--- config.mk ---
export PLATFORM = sky130hd
export DESIGN_NAME = pru_front
export DESIGN_NICKNAME = d
export VERILOG_FILES = /design/src/design/pru_pkg.sv /design/src/design/pru_front.sv
export SDC_FILE = /design/constraint.sdc
export NUM_CORES = 1
export LEC_CHECK = 0
export BUFFER_PORTS_ARGS = -buffer_cell sky130_fd_sc_hd__buf_4
export CORE_ASPECT_RATIO = 0.75
export CORE_MARGIN = 10
export CORE_UTILIZATION = 42
export CTS_BUF_LIST = sky130_fd_sc_hd__clkbuf_8
export CTS_CLUSTER_DIAMETER = 120
export CTS_CLUSTER_SIZE = 30
export DETAILED_ROUTE_END_ITERATION = 8
export GPL_ROUTABILITY_DRIVEN = 0
export PLACE_DENSITY = 0.8
export SLEW_MARGIN = 20
export SYNTH_ARGS = -nofsm -noshare
export SYNTH_HDL_FRONTEND = slang
export SYNTH_SLANG_ARGS = --single-unit
--- constraint.sdc ---
create_clock -name clk -period 6.2 [get_ports clk]
set_input_delay 0.31 -clock clk [delete_from_list [all_inputs] [get_ports clk]]
set_output_delay 0.31 -clock clk [all_outputs]
set_load 0.05 [all_outputs]
--- src/design/pru_pkg.sv ---
package pru_pkg;

  localparam int MAX_SCALE = 16;
  localparam int MAX_WIDTH = 2048;

  localparam int PIX_W  = 24;
  localparam int SCL_W  = 5;
  localparam int WID_W  = 12;
  localparam int ROWS_W = 4;
  localparam int COL_W  = (MAX_WIDTH > 1) ? $clog2(MAX_WIDTH) : 1;
  localparam int CPY_W  = $clog2(MAX_SCALE + 1);

  localparam int QDEPTH = 4;
  localparam int QPTR_W = $clog2(QDEPTH);
  localparam int QCNT_W = $clog2(QDEPTH + 1);

  localparam logic [1:0] KIND_PIXEL  = 2'd0;
  localparam logic [1:0] KIND_PAD    = 2'd1;
  localparam logic [1:0] KIND_REJECT = 2'd2;

  localparam logic OP_PUSH   = 1'b0;
  localparam logic OP_REPLAY = 1'b1;

  localparam logic REG_SCALE     = 1'b0;
  localparam logic REG_ROW_WIDTH = 1'b1;

  typedef struct packed {
    logic             op;
    logic [PIX_W-1:0] pixel_in;
  } in_item_t;

  typedef struct packed {
    logic [1:0]       kind;
    logic [PIX_W-1:0] pixel_out;
    logic [1:0]       pad_count;
    logic             row_end;
    logic             last;
  } out_item_t;

  typedef struct packed {
    logic [SCL_W-1:0] scale;
    logic [WID_W-1:0] row_width;
  } cfg_t;

  // Work item handed from the front end to the emitter.
  typedef struct packed {
    logic             reject;
    logic [PIX_W-1:0] pixel;
    logic             end_row;
    logic [CPY_W-1:0] copies;
    logic [1:0]       pad;
  } cmd_t;

  typedef enum logic [1:0] {
    SRC_PUSH,
    SRC_REPLAY,
    SRC_REJECT
  } src_t;

  function automatic logic [CPY_W-1:0] eff_scale(input logic [SCL_W-1:0] s);
    if (s == '0) begin
      return CPY_W'(1);
    end else if (int'(s) > MAX_SCALE) begin
      return CPY_W'(MAX_SCALE);
    end
    return CPY_W'(s);
  endfunction

  function automatic logic [WID_W-1:0] eff_width(input logic [WID_W-1:0] w);
    if (w == '0) begin
      return WID_W'(1);
    end else if (int'(w) > MAX_WIDTH) begin
      return WID_W'(MAX_WIDTH);
    end
    return w;
  endfunction

  // Zero bytes that pad w*s*3 bytes to a multiple of four: equals (w*s) mod 4.
  function automatic logic [1:0] row_pad(input logic [WID_W-1:0] w,
                                         input logic [CPY_W-1:0] s);
    logic [3:0] prod;
    prod = {2'b00, w[1:0]} * {2'b00, s[1:0]};
    return prod[1:0];
  endfunction

endpackage

--- src/design/pru_front.sv ---
module pru_front (
  input  logic                       clk,
  input  logic                       rst_n,
  input  pru_pkg::cfg_t              cfg,
  input  logic                       in_valid,
  output logic                       in_stall,
  input  pru_pkg::in_item_t          in_data,
  input  logic [pru_pkg::QCNT_W-1:0] q_level,
  output logic                       ram_we,
  output logic [pru_pkg::COL_W-1:0]  ram_waddr,
  output logic [pru_pkg::PIX_W-1:0]  ram_wdata,
  output logic                       ram_re,
  output logic [pru_pkg::COL_W-1:0]  ram_raddr,
  input  logic [pru_pkg::PIX_W-1:0]  ram_rdata,
  output logic                       q_push,
  output pru_pkg::cmd_t              q_wdata
);
  import pru_pkg::*;

  logic [COL_W-1:0]  wcol_r, wcol_nxt;
  logic [COL_W-1:0]  rcol_r, rcol_nxt;
  logic [ROWS_W-1:0] rows_left_r, rows_left_nxt;
  logic              stg_valid_r, stg_valid_nxt;
  src_t              stg_src_r, stg_src_nxt;
  cmd_t              stg_cmd_r, stg_cmd_nxt;

  logic              accept;
  logic [WID_W-1:0]  w_eff;
  logic [CPY_W-1:0]  s_eff;
  logic [WID_W:0]    wcol_inc;
  logic [WID_W:0]    rcol_inc;
  logic              wend;
  logic              rend;

  // room is reserved for the item held in the stage register
  assign in_stall = ((QCNT_W + 1)'(q_level) + (QCNT_W + 1)'(stg_valid_r))
                    >= (QCNT_W + 1)'(QDEPTH);
  assign accept   = in_valid && !in_stall;

  assign w_eff    = eff_width(cfg.row_width);
  assign s_eff    = eff_scale(cfg.scale);
  assign wcol_inc = (WID_W + 1)'(wcol_r) + 1'b1;
  assign rcol_inc = (WID_W + 1)'(rcol_r) + 1'b1;
  assign wend     = wcol_inc >= {1'b0, w_eff};
  assign rend     = rcol_inc >= {1'b0, w_eff};

  always_comb begin
    wcol_nxt      = wcol_r;
    rcol_nxt      = rcol_r;
    rows_left_nxt = rows_left_r;
    stg_valid_nxt = 1'b0;
    stg_src_nxt   = stg_src_r;
    stg_cmd_nxt   = stg_cmd_r;
    ram_we        = 1'b0;
    ram_waddr     = wcol_r;
    ram_wdata     = in_data.pixel_in;
    ram_re        = 1'b0;
    ram_raddr     = rcol_r;

    if (accept) begin
      stg_cmd_nxt.copies = s_eff;
      stg_cmd_nxt.pad    = row_pad(w_eff, s_eff);
      stg_cmd_nxt.pixel  = in_data.pixel_in;
      stg_cmd_nxt.reject = 1'b0;
      if (in_data.op == OP_PUSH) begin
        stg_valid_nxt = 1'b1;
        if (rows_left_r != '0) begin
          // replay still pending: push refused
          stg_src_nxt         = SRC_REJECT;
          stg_cmd_nxt.reject  = 1'b1;
          stg_cmd_nxt.end_row = 1'b0;
        end else begin
          stg_src_nxt         = SRC_PUSH;
          stg_cmd_nxt.end_row = wend;
          ram_we              = 1'b1;
          if (wend) begin
            wcol_nxt      = '0;
            rcol_nxt      = '0;
            rows_left_nxt = ROWS_W'(s_eff - 1'b1);
          end else begin
            wcol_nxt = COL_W'(wcol_inc);
          end
        end
      end else if (rows_left_r != '0) begin
        // replay: pixel comes from the line store next cycle
        stg_valid_nxt       = 1'b1;
        stg_src_nxt         = SRC_REPLAY;
        stg_cmd_nxt.end_row = rend;
        ram_re              = 1'b1;
        if (rend) begin
          rcol_nxt      = '0;
          rows_left_nxt = ROWS_W'(rows_left_r - 1'b1);
        end else begin
          rcol_nxt = COL_W'(rcol_inc);
        end
      end
    end
  end

  always_ff @(posedge clk) begin
    if (!rst_n) begin
      wcol_r      <= '0;
      rcol_r      <= '0;
      rows_left_r <= '0;
      stg_valid_r <= 1'b0;
      stg_src_r   <= SRC_PUSH;
    end else begin
      wcol_r      <= wcol_nxt;
      rcol_r      <= rcol_nxt;
      rows_left_r <= rows_left_nxt;
      stg_valid_r <= stg_valid_nxt;
      stg_src_r   <= stg_src_nxt;
    end
  end

  always_ff @(posedge clk) begin
    stg_cmd_r <= stg_cmd_nxt;
  end

  always_comb begin
    q_push  = stg_valid_r;
    q_wdata = stg_cmd_r;
    case (stg_src_r)
      SRC_REPLAY: q_wdata.pixel = ram_rdata;
      SRC_REJECT: q_wdata.pixel = '0;
      default:    q_wdata.pixel = stg_cmd_r.pixel;
    endcase
  end

endmodule

After elaboration in Yosys (flattened, before gate mapping)
Index checks and enable logic that the tools add are counted.
Widths: inputs -> output; s select.
Storage, ports and cells
  register bits: 62
  bits of input ports: 72
  output and inout port bits: 83
Cells by class
  add/subtract/negate cells: 5
  multipliers: 1
  order comparisons: 5
  equality and inequality tests: 5
  mux-type cells: 35
  bitwise logic cells: 2
  reductions and logical operators: 11
Operators with widths (number)
  $mux 11: 6
  $pmux 24 s2: 1
  $mux 12: 3
  $add 11x1->12 const B: 2
  $ge 12x12->1: 2
  $mux 4: 5
  $mux 5: 3
  $mux 1: 14
  $gt 12x12->1 const B: 1
  $logic_not 12->1: 1
  $sub 4x1->4 const B: 2
  $mux 2: 3
  $gt 5x5->1 const B: 1
  $logic_not 5->1: 1
  $reduce_and 5->1: 1
  $add 3x1->4: 1
  $ge 4x3->1 const B: 1
  $ne 2x2->1 const B: 2
  $reduce_and 2->1: 2
  $reduce_and 4->1: 1
  $reduce_bool 4->1: 1
  $reduce_and 3->1: 1
  $eq 2x1->1 const B: 1
  $eq 2x2->1 const B: 1
  6 further kinds: 7

Depth between registers and ports, before layout
Gate-level depths: netlist of run 1.
  depth after elaboration: 8
  mapped depth: 15
  gate-level depth less buffers: 14

Worst setup path before layout of run 1
Ideal clock, no wire load.
  kind: register -> register
  start point: register rcol_r[0] (netlist: ram_raddr[0])
  end point: register rcol_r[3] (netlist: ram_raddr[3])
  library setup time: 0.064 ns
  arrival: 3.723 ns
  setup slack: 2.413 ns
  stages on the path, launching flop included: 16
  cell sequence: dfxtp_1 -> ha_1 -> nand3_2 -> nor2_1 -> nand3_1 -> nor2_1 -> xor2_1 -> ha_1 -> a21o_1 -> a21oi_1 -> o211ai_1 -> a22o_1 -> or4b_1 -> buf_2 -> or3_1 -> nand3_1
On the way
  word-level cells in the longest chain between the ends: 5
Ends and longest elaborated chain
  start, declared: RTL line pru_front.sv:21  | logic [COL_W-1:0] rcol_r, rcol_nxt;
  start signal, assigned: RTL line pru_front.sv:109  | rcol_r <= rcol_nxt;
  $add 11x1->12 *: RTL line pru_front.sv:43  | assign rcol_inc = (WID_W + 1)'(rcol_r) + 1'b1;
  $ge 12x12->1: RTL line pru_front.sv:45  | assign rend = rcol_inc >= {1'b0, w_eff};
  $mux 11 *: RTL line pru_front.sv:90  | if (rend) begin
  $mux 11 *: RTL line pru_front.sv:84  | end else if (rows_left_r != '0) begin
  $mux 11 *: RTL line pru_front.sv:65  | if (in_data.op == OP_PUSH) begin
Every way passes the cells marked *; elsewhere a longest branch is shown, timed or not. The select of a mux whose other input is x is not followed.
A chain may end at the register's enable or synchronous reset.

Final worst setup path of run 1
  start point: register rcol_r[0] (netlist: ram_raddr[0])
  end point: register rcol_r[8] (netlist: ram_raddr[8])
Same word-level chain as after synthesis.

==> results.md, run 1 <==
- The internal power is 0.000756 W.
- After detailed routing, the average wire length per cell comes to 17.3 um.
- The worst clock skew is 0.00916 ns.
- The achievable frequency is 264 MHz.
- 155 I/O pins were placed.
- The switching power share of the total is 0.298.
- The met3 track demand over resource is 0.0464.
- The biggest fanout along the worst timing path is 9.
- The required time of the critical path is 6.47 ns.
- The final count of pins violating max slew is 0.
- The layout net count is 674.
- The number of gates resized after CTS is 0.
- The dominant cell by count in the synthesized netlist is sky130_fd_sc_hd__nand2_1.
- For this run the aggregate overflow at the end of global routing stands at 0.
- The share of total power dissipated in sequential elements is 0.419.
- The post-synthesis instance area is 4030 um2.
- Power spread over the standard cell area amounts to 205 nW/um2.
- Traced cell by cell, the critical path runs through ha_1, nand3_2, nor2_1, nand3_1, nor2_1, xor2_1, ha_1, a21o_1, a21oi_1, o211ai_1, a22o_1, or4b_1, or3_1, nand3_1.
- The number of I/O port buffers is 154.
- The buffer count from post-CTS setup fixing is 0.
- Summed over all cells, the static leakage comes to 2.46 nW.
- The proportion of layout cells with a drive suffix above 1 is 0.306.
- The startpoint type of the worst setup path is a flop.
- The highest-utilization routing layer at the global route stage is met2.
- Setup violations remaining at the end of the flow were counted as 0.
- The kind of critical path is reg -> reg.
- The largest net degree at the start of global routing is 40.
- The library cell used as clock root buffer is sky130_fd_sc_hd__clkbuf_8.
- The type of the tightest min-delay check is in -> reg.
- In this design, the stage delay of the slowest critical-path cell is 0.66 ns.
- The clock tree synthesis step divided the H-tree into 3 levels.
- The clock tree from TritonCTS is yes.
- Yosys mapped the design onto 50 distinct sky130hd cell types.
- Clock-pin slew was measured on the worst setup and hold paths at 0.07 ns.
- The number of antenna diodes in the final layout is 0.
- Headroom to the max-slew limit came out at 0.325.
- The floorplan step set the die width to 133 um.
- The number of warnings reported in the yosys synthesis log is 0.
- The final critical-path setup slack is 2.41 ns.
- The overall global routing resource usage is 0.168.
- The slew at the pin closest to its max-slew limit is 1.01 ns.
- The minimum clock period after layout is 3.79 ns.
- The average cell area after synthesis is 8.85 um2.
- Ranked by total cell area, the synthesized netlist is headed by sky130_fd_sc_hd__edfxtp_1 (25%), sky130_fd_sc_hd__dfxtp_1 (14%), sky130_fd_sc_hd__ha_1 (9.9%), sky130_fd_sc_hd__nand2_1 (6.6%), sky130_fd_sc_hd__buf_4 (6.2%).
- The number of antenna-violating nets in the routed design is 0.
- In the synthesized netlist the async set-or-reset flop fraction comes to 0.
- The initial antenna violation count is 0.
- Hold repair after CTS inserted 0 buffers.
- For this run, the leading register cell type out of synthesis is sky130_fd_sc_hd__edfxtp_1.
- The half-perimeter wire length after detailed placement is 9740 um.
- For met1 alone, demand over resource in global routing was 0.206.
- The fraction of met2 tracks used by global routing is 0.285.
- The run finished with clean final reports.
- The final routed wirelength across all metal layers is 12,200 um.
- Of all cell types, the one taking the most synthesized area is sky130_fd_sc_hd__edfxtp_1.
- Clock tree synthesis found a total of 62 sinks.
- The number of enable flip-flop cells after synthesis is 33.
- The slowest stage of the critical path belongs to the cell sky130_fd_sc_hd__or4b_1.
- Sorting the synthesized cells by how often they occur yields sky130_fd_sc_hd__nand2_1 (71), sky130_fd_sc_hd__buf_4 (33), sky130_fd_sc_hd__edfxtp_1 (33).
- The share of power burned in the clock network is 0.347.
- Of the available clock period, the critical path in the final layout requires 0.612.
- Of the total power, combinational logic draws 0.234.
- At the placement stage, the worst setup path has a slack of 2.46 ns.
- The core region is 9200 um2.
- The sequential element share of the synthesized area is 0.390.
- The number of DRC markers after the initial detailed-route iteration is 270.
- The register bit total from synthesis is 62.
- The first detailed-routing pass ran for 5 iterations.
- From synthesis to final layout, the design area changed by 30.3%.
- The number of hold violations in the final report was 0.
- The first global-routing pass estimated 19,400 um of wire.
- Setup repair after global routing left no endpoint under its margin.
- The number of global-route vias before repair is 3,680.
- The gate count after technology mapping is 455.
- In this run, CTS created clock tree buffers numbering 9.
- The die outline height is 105 um.
- After floorplanning, the core was divided into 30 placement rows.
- The number of buffers on the longest clock path is 2.
- The starting density of the core is 0.438.
- The tool flagged a number of max-cap violations equal to 0.
- The setup TNS is 0 ns.
- The insertion delay to the later sink of the worst-skew pair is 0.33 ns.
- The die covers 13,900 um2.
- The share of the synthesized area in the top cell type is 0.246.
- STA puts the critical path data arrival time at 4.07 ns.
- The via count of the routed design is 3,746.
- For this design the total switching power over the nets is 0.000321 W.
- The per-cell via count in the routed design is 5.33.
- The net count after synthesis is 559.
- The number of fillers in the final layout is 826.
- After detailed routing, the number of remaining DRC violations is 0.
- The worst ir drop on vdd is 0.000119 V.
- STA classifies the critical path endpoint as a flop.
- The worst register-to-register path has a setup slack of 2.41 ns.
-- cell usage in the layout (no fill, tap or decap), drive strengths merged, types with 5 or more instances in the layout --
cell and n:
a21o 7, a21oi 17, a22o 12, and3 10
buf 157, clkbuf 9, clkinv 6, dfxtp 29
edfxtp 33, ha 32, inv 14, nand2 71
nand2b 5, nand3 24, nor2 22, nor3 13
nor4 7, o21ai 26, o31ai 7, xnor2 9
xor2 10
-- layer usage --
layer  part of all wire  wire (um)  vias to the layer above
met4              0.011        132                        0
met1               0.42       5110                     1760
met3              0.080        975                       11
met2               0.49       5960                      146
met5                  0          0                        -
li1                   -          -                     1829
-- area by class of cell --
class	instances	area, um2	area share
clock buffer	9	124	0.0236
clock inverter	7	81.3	0.0155
inverter	15	56.3	0.0107
multi-input combinational	325	2070	0.395
sequential	62	1570	0.300
tap	128	160	0.0305
timing repair buffer	157	1180	0.225
-- per-stage QoR --
step	total power, W	instance area, um2	std cells	hold WS [ns]	utilization
CTS	0.00109	5250	703	0.145	0.570
global route	0.00112	5250	703	0.147	0.570
floorplan	0.000627	4030	455	0.409	-
finish	0.00108	5250	703	0.162	0.570
global placement	0.000708	5040	687	0.463	0.548
detailed placement	0.000713	5040	687	0.478	0.548
-- sequential cells by signal, summed over array words and instances, names as in the netlist --
| register | cells |
|---|---|
| q_push | 1 |
| ram_waddr | 11 |
| rows_left_r | 4 |
| ram_raddr | 11 |
| stg_cmd_r | 24 |
| q_wdata | 9 |
| stg_src_r | 2 |
-- final timing paths --
check | start | end | depth (start not counted)
max | ram_raddr[0]$_SDFFE_PN0P_ | ram_raddr[8]$_SDFFE_PN0P_ | 14
min | in_data[21] | stg_cmd_r[29]$_DFFE_PP_ | 1
max reg2reg | ram_raddr[0]$_SDFFE_PN0P_ | ram_raddr[8]$_SDFFE_PN0P_ | 14
min reg2reg | stg_src_r[0]$_SDFFE_PN0P_ | stg_src_r[0]$_SDFFE_PN0P_ | 2
-- kinds of logic after synthesis --
| logic type | after synthesis | synth area share |
|---|---|---|
| simple gates | 174 | 0.206 |
| compound gates | 96 | 0.159 |
| flops | 62 | 0.390 |
| buf+inv | 68 | 0.0945 |
| fa+ha+maj | 32 | 0.0994 |
| mux | 4 | 0.00994 |
| xor+xnor | 19 | 0.0413 |
-- power groups by stage --
stage	clock (W)	sequential, W	combinational [W]
final	0.000374	0.000451	0.000252
after floorplan	0	0.000463	0.000165
after CTS	0.000383	0.000451	0.000253
after global placement	0	0.000460	0.000248
after detailed placement	0	0.000460	0.000252
after global routing	0.000402	0.000452	0.000270
-- worst max-delay path: cells and delay by family (launching register included) --
kind,cells,cell delay [ns]
adders and majority gates,2,0.55
DFF,1,0.44
AOI/OAI and AO/OA,4,0.76
xor gates and xnor gates,1,0.22
and+or+nand+nor,7,1.77
Power figures use the tool's default switching activity.
==> run 2, diff against run 1 <==
==> constraint.sdc (replaced) <==
create_clock -name clk -period 3.5 [get_ports clk]
set_input_delay 0.175 -clock clk [delete_from_list [all_inputs] [get_ports clk]]
set_output_delay 0.175 -clock clk [all_outputs]
set_load 0.05 [all_outputs]
==> results.md, run 2 (synthesis gave the netlist of run 1 again) <==
- The floorplan core area is 9200 um2.
- Detailed placement ended at an HPWL of 9740 um.
- The run finished with clean final reports.
- VDD sags by at most 0.000234 V.
- The area of all placed cells without fillers is 5600 um2.
- For the pin with the worst max-slew slack, the measured transition is 1.06 ns.
- After filler insertion, the fill cell instance count of the layout stands at 772.
- Of the total power, the share spent switching nets is 0.312.
- The global-route wire length before repair is 20,300 um.
- The layout overhead on the synthesized area is 39.0%.
- The internal power is 0.00137 W.
- The initial antenna violation count is 0.
- The final count of pins violating max slew is 0.
- The iteration count of the initial detailed-routing pass is 5.
- For this design, the slowest cell found on the critical path is sky130_fd_sc_hd__or4b_2.
- For this design the static power due to leakage is 2.59 nW.
- The setup TNS is 0 ns.
- In the final layout, the share of cells above drive strength 1 is 0.330.
- The number of buffers created by CTS is 9.
- For this run the aggregate overflow at the end of global routing stands at 0.
- The biggest fanout along the worst timing path is 6.
- The die boundary width is 133 um.
- On the final layout, the worst clock skew is 0.00956 ns.
- The share of power burned in the clock network is 0.360.
- The layout net count is 702.
- The number of buffers on the longest clock path is 2.
- The initial utilization of the core area, before any placement, comes to 0.438.
- The worst pin sits at a relative slew slack of 0.296.
- After detailed routing, the average wire length per cell comes to 17.9 um.
- The die is 105 um tall.
- The number of global-route vias before repair is 3,820.
- The clock tree synthesis step divided the H-tree into 3 levels.
- The number of antenna cells inserted is 0.
- In the post-route analysis, the smallest setup slack over all paths is 0.225 ns.
- Clock tree synthesis selected as its root buffer the cell sky130_fd_sc_hd__clkbuf_8.
- The largest net degree at the start of global routing is 40.
- The top cell types in the final layout, fill and taps aside, are sky130_fd_sc_hd__buf_4 (162), sky130_fd_sc_hd__nand2_1 (71), sky130_fd_sc_hd__edfxtp_1 (33).
- The die covers 13,900 um2.
- The number of cell rows is 30.
- The required time of the critical path is 3.80 ns.
- After clock tree synthesis, the clock-pin slew on the worst setup and hold paths is 0.08 ns.
- The path class of the tightest hold or removal check is in -> reg.
- Of the total power, registers draw 0.401.
- The most common cell after layout, fill and taps aside is sky130_fd_sc_hd__buf_4.
- Using the TritonRoute via totals, the vias-per-cell ratio works out to 5.35.
- STA classifies the critical path endpoint as a flop.
- Setup repair after global routing left no endpoint under its margin.
- The signal on the critical path passes through nand3_2, or2_4, nor2_1, and3_1, xnor2_1, ha_1, o21ai_0, a21oi_1, o311a_1, a22o_1, or4b_2, o21bai_1, nand2_1.
- Of the available clock period, the critical path in the final layout requires 0.936.
- The sequential cells in the finished layout cover a total of 1590 um2.
- The worst setup path is of the reg -> reg kind.
- The instance area after placement is 5090 um2.
- Post-CTS timing repair inserted 0 buffers for setup.
- The register bank with the most flops is stg_cmd_r.
- For this run, design rule violations remaining after detail routing come to 0.
- The number of antenna-violating nets in the routed design is 0.
- The register with the most flip-flops in the layout has 24 of them.
- Summing all multi-input logic gate instances after layout gives 2140 um2.
- Of the total power, combinational logic draws 0.239.
- The final routed wirelength across all metal layers is 13,100 um.
- The overall global routing resource usage is 0.177.
- The switching power is 0.000621 W.
- The critical path's largest stage delay is 0.72 ns.
- The final count of negative-setup-slack endpoints is 0.
- The I/O pin count is 155.
- The minimum clock period after layout is 3.28 ns.
- In this run, the number of DRC markers left after iteration 0 of detailed routing was 280.
- Timing analysis after detailed placement gives a worst setup slack of 0.0295 ns.
- The number of hold violations in the final report came to 0.
- The insertion delay to the later sink of the worst-skew pair is 0.36 ns.
- STA classifies the critical path startpoint as a flop.
- The via count of the routed design is 3,912.
- Counting every sink on the clock net gives 62.
- The power density over the cells is 355 nW/um2.
- The clock tree from TritonCTS is yes.
- The data arrival time of the critical path is 3.58 ns.
- During placement, the flow inserted port buffers numbering 154.
- The achievable frequency is 305 MHz.
- The max-cap check violation count is 0.
-- run 2: changes by cell type in the layout (fill, tap and decap cells not counted), moves of 3 or more --
cell                            previous run  this run
sky130_fd_sc_hd__buf_4                   157       162
sky130_fd_sc_hd__dfxtp_4                   0         3
sky130_fd_sc_hd__dlygate4sd3_1             0        22
sky130_fd_sc_hd__dfxtp_1                  29        24
-- run 2: final timing paths --
| kind | from | to | slack [ns] | cells after the start |
|---|---|---|---|---|
| max reg2reg | ram_raddr[0]$_SDFFE_PN0P_ | ram_raddr[6]$_SDFFE_PN0P_ | 0.22 | 13 |
| min | in_data[18] | stg_cmd_r[26]$_DFFE_PP_ | 0.02 | 1 |
| min reg2reg | stg_src_r[0]$_SDFFE_PN0P_ | stg_src_r[0]$_SDFFE_PN0P_ | 0.49 | 2 |
| max | ram_raddr[0]$_SDFFE_PN0P_ | ram_raddr[6]$_SDFFE_PN0P_ | 0.22 | 13 |
-- run 2: routing by layer --
| layer | GRT usage | up-vias | share of wire |
|---|---|---|---|
| li1 | - | 1901 | - |
| met3 | 0.0455 | 21 | 0.068 |
| met2 | 0.304 | 141 | 0.50 |
| met1 | 0.209 | 1849 | 0.42 |
| met4 | 0.0588 | 0 | 0.017 |
| met5 | 0 | - | 0 |
-- run 2: area by class of cell --
type                    count  share of cell area
flip-flops and latches     62               0.283
inverters                  15              0.0101
clock inverters             7              0.0174
well taps                 128              0.0286
repair buffers            184               0.257
clock buffers               9              0.0221
multi-input cells         326               0.382
-- run 2: repair_timing --
| item | 4_1_cts | 5_1_grt |
|---|---|---|
| gates resized for setup | 1 | 11 |
| pin swaps | 0 | 2 |
| endpoints found under the hold margin | 22 | 0 |
| endpoints found under the setup margin | 3 | 15 |
| hold buffers | 22 | 0 |
| gates cloned | 0 | 1 |
-- run 2: through the flow --
| step | util | std cells | hold slack, ns | power (W) |
|---|---|---|---|---|
| after CTS | 0.602 | 730 | 0.00391 | 0.00200 |
| after floorplan | - | 455 | 0.274 | 0.00111 |
| after global routing | 0.609 | 731 | 0.00822 | 0.00206 |
| after detailed placement | 0.554 | 692 | 0.365 | 0.00126 |
| after global placement | 0.554 | 692 | 0.363 | 0.00125 |
| final | 0.609 | 731 | 0.0214 | 0.00199 |
-- run 2: critical path, delay by kind of cell (launching register included) --
family | cells | cell delay, ns
AOI/OAI and AO/OA | 5 | 0.81
xor gates and xnor gates | 1 | 0.15
adders and majority gates | 1 | 0.26
DFF | 1 | 0.40
and+or+nand+nor | 6 | 1.59
-- run 2: power groups by stage --
| stage | sequential (W) | clock, W | combinational, W |
|---|---|---|---|
| after floorplan | 0.000818 | 0 | 0.000292 |
| after global placement | 0.000813 | 0 | 0.000439 |
| after detailed placement | 0.000814 | 0 | 0.000448 |
| after CTS | 0.000797 | 0.000729 | 0.000470 |
| after global routing | 0.000799 | 0.000758 | 0.000507 |
| final | 0.000798 | 0.000715 | 0.000476 |
==> run 3, diff against run 2 <==
--- a/config.mk
+++ b/config.mk
@@ -14,7 +14,7 @@
 export CTS_CLUSTER_SIZE = 30
 export DETAILED_ROUTE_END_ITERATION = 8
 export GPL_ROUTABILITY_DRIVEN = 0
-export PLACE_DENSITY = 0.8
+export PLACE_DENSITY = 0.83
 export SLEW_MARGIN = 20
 export SYNTH_ARGS = -nofsm -noshare
 export SYNTH_HDL_FRONTEND = slang
==> constraint.sdc (replaced) <==
create_clock -name clk -period 2.8 [get_ports clk]
set_input_delay 0.14 -clock clk [delete_from_list [all_inputs] [get_ports clk]]
set_output_delay 0.14 -clock clk [all_outputs]
set_load 0.05 [all_outputs]
==> results.md, run 3 (synthesis gave the netlist of run 1 again) <==
- The final routed wirelength across all metal layers is 14,900 um.
- The flow ran to the end, but the final reports show violations.
- The buffer and inverter count on the worst path is 1.
- The iteration count of the initial detailed-routing pass is 5.
- The critical path's largest stage delay is 0.54 ns.
- The final critical-path setup slack is -0.235 ns.
- The most repeated library cell on the critical path is sky130_fd_sc_hd__nand3_4.
- Data on the critical path arrives at its endpoint at 3.32 ns.
- The post-detailed-route wirelength per cell is 18.6 um.
- The register bank with the most flops is stg_cmd_r.
- Max-cap violations in this run came to 0.
- The first global-routing pass estimated 22,200 um of wire.
- The initial antenna violation count is 1.
- The power density over the cells is 391 nW/um2.
- The share of the core filled with cells is 0.691.
- For this run, the total global-route usage over all layers was measured as 0.196.
- Of all nets on the critical path, the largest fanout is 6.
- The minimum clock period after layout is 3.03 ns.
- The floorplan core area is 9200 um2.
- The insertion delay to the later sink of the worst-skew pair is 0.35 ns.
- Setup repair after global routing could not meet its margin everywhere.
- The combined area of the multi-input logic cells is 2370 um2.
- The worst hold path startpoint is in_data[24].
- The layout has 676 filler cells.
- The path class of the tightest hold or removal check is in -> reg.
- The via count of the routed design is 4,306.
- The I/O pin count is 155.
- The worst hold path passes through 3 cells.
- The starting density of the core is 0.438.
- The clock tree from TritonCTS is yes.
- The register with the most flip-flops in the layout has 24 of them.
- Walking the worst path, the cells encountered are ha_4, nand3_4, nor2_4, nand3_4, xnor2_2, ha_1, a211o_1, a21oi_2, o211ai_1, a22o_1, or4b_4, buf_4, o21bai_1, nand2_1.
- OpenSTA, run right after detailed placement, puts the worst setup slack at -0.427 ns.
- The most common cell after layout, fill and taps aside is sky130_fd_sc_hd__buf_4.
- The per-cell via count in the routed design is 5.38.
- The floorplan has 30 rows.
- Entering global routing, the biggest net connects 39 pins.
- The final reports fail on negative setup slack.
- Clock tree synthesis selected as its root buffer the cell sky130_fd_sc_hd__clkbuf_8.
- The number of global-route vias before repair is 4,338.
- The count of cells along the worst register-to-register path is 14.
- The leakage component of the power is 2.98 nW.
- The final count of pins violating max slew was 0.
- The end point of the most critical hold path is stg_src_r[0]$_SDFFE_PN0P_.
- The final layout contains 770 nets.
- The number of buffers created by CTS is 9.
- The first routing iteration left 396 violations.
- Clock-pin slew was measured on the worst setup and hold paths at 0.07 ns.
- The H-tree depth is 3.
- The slowest stage of the critical path belongs to the cell sky130_fd_sc_hd__or4b_4.
- The floorplan die area is 13,900 um2.
- In this run the deepest clock path goes through 2 buffers.
- After legalization and detailed placement, the total HPWL measured 10,600 um.
- The family of cells with the greatest summed delay on the critical path is simple AND/OR/NAND/NOR gates.
- The final count of negative-setup-slack endpoints is 13.
- The worst-case IR drop observed on VDD is 0.000349 V.
- For the pin with the worst max-slew slack, the measured transition is 0.754 ns.
- The endpoint kind of the worst setup timing path is a flop.
- The endpoint of the worst register-to-register path is ram_raddr[6]$_SDFFE_PN0P_.
- The clock net in this run drives a total of 62 sinks.
- Global routing finished with a remaining overflow of 0.
- For this run, the top clock speed supported by timing is 330 MHz.
- The die outline height is 105 um.
- In this run the critical register-to-register path is launched from ram_raddr[1]$_SDFFE_PN0P_.
- The worst pin sits at a relative slew slack of 0.496.
- Leaving out fill and tap cells, the most frequent cells in the layout are sky130_fd_sc_hd__buf_4 (225), sky130_fd_sc_hd__nand2_1 (71), sky130_fd_sc_hd__edfxtp_1 (33).
- During placement, the flow inserted port buffers numbering 154.
- The minimum setup slack among reg-to-reg paths is -0.23 ns.
- The post-detailed-route DRC marker count is 0.
- STA puts the critical path data required time at 3.09 ns.
- The proportion of layout cells with a drive suffix above 1 is 0.447.
- The number of hold violations in the final report is 0.
- The floorplan step set the die width to 133 um.
- The worst setup path is launched from a flop.
- For the final database, setup skew stands at 0.00502 ns.
- The area of all sequential standard cells is 1610 um2.
- The number of antenna-violating nets in the routed design is 0.
- The final period utilization is 1.08.
- The kind of critical path is reg -> reg.
- The layout overhead on the synthesized area is 57.8%.
run 3: report_power, final:
group	switching, W	internal (W)
combinational	0.000397	0.000253
sequential	0.0000123	0.000982
clock	0.000350	0.000487
run 3: per-stage QoR:
step | TNS, ns | power, W | hold slack (ns) | std cells | instance area (um2)
floorplan | -4.40 | 0.00139 | 0.239 | 455 | 4120
global placement | -2.58 | 0.00159 | 0.329 | 743 | 5550
detailed placement | -3.91 | 0.00160 | 0.331 | 743 | 5550
CTS | -2.12 | 0.00247 | 0.125 | 791 | 6140
global route | -3.54 | 0.00259 | 0.127 | 800 | 6350
finish | -1.81 | 0.00248 | 0.133 | 800 | 6350
run 3: worst min-delay path: stages:
cell	delay, ns
sky130_fd_sc_hd__buf_4	0.17
sky130_fd_sc_hd__nand2_1	0.07
sky130_fd_sc_hd__a21oi_1	0.05
run 3: worst max-delay path by stage:
stage / startpoint / end / depth (start not counted)
global route: ram_raddr[1]$_SDFFE_PN0P_ / ram_raddr[5]$_SDFFE_PN0P_ / 14
detailed placement: ram_raddr[1]$_SDFFE_PN0P_ / ram_raddr[5]$_SDFFE_PN0P_ / 14
global placement: ram_raddr[1]$_SDFFE_PN0P_ / ram_raddr[3]$_SDFFE_PN0P_ / 14
CTS: ram_raddr[0]$_SDFFE_PN0P_ / ram_raddr[5]$_SDFFE_PN0P_ / 14
floorplan: ram_raddr[0]$_SDFFE_PN0P_ / ram_raddr[3]$_SDFFE_PN0P_ / 15
finish: ram_raddr[1]$_SDFFE_PN0P_ / ram_raddr[6]$_SDFFE_PN0P_ / 14
run 3: timing repair:
action | 4_1_cts | 5_1_grt
setup buffers | 9 | 6
endpoints found under the hold margin | 24 | 0
resized for setup | 22 | 27
endpoints found under the setup margin | 16 | 21
hold buffers | 24 | 0
pin swaps | 20 | 27
cloned | 0 | 2
run 3: metal layers:
layer  global-route usage  part of all wire  vias to the layer above
li1                     -                 -                     2029
met3               0.0531             0.066                       36
met5                    0                 0                        -
met1                0.214              0.38                     2063
met2                0.354              0.53                      178
met4               0.0721             0.023                        0
run 3: final cells by class:
cell class / count / share of cell area
Antenna cell: 1 / 0.000394
Clock buffer: 9 / 0.0195
Clock inverter: 7 / 0.0126
Inverter: 15 / 0.00906
Multi-Input combinational cell: 326 / 0.373
Sequential cell: 62 / 0.253
Tap cell: 128 / 0.0252
Timing Repair Buffer: 252 / 0.308
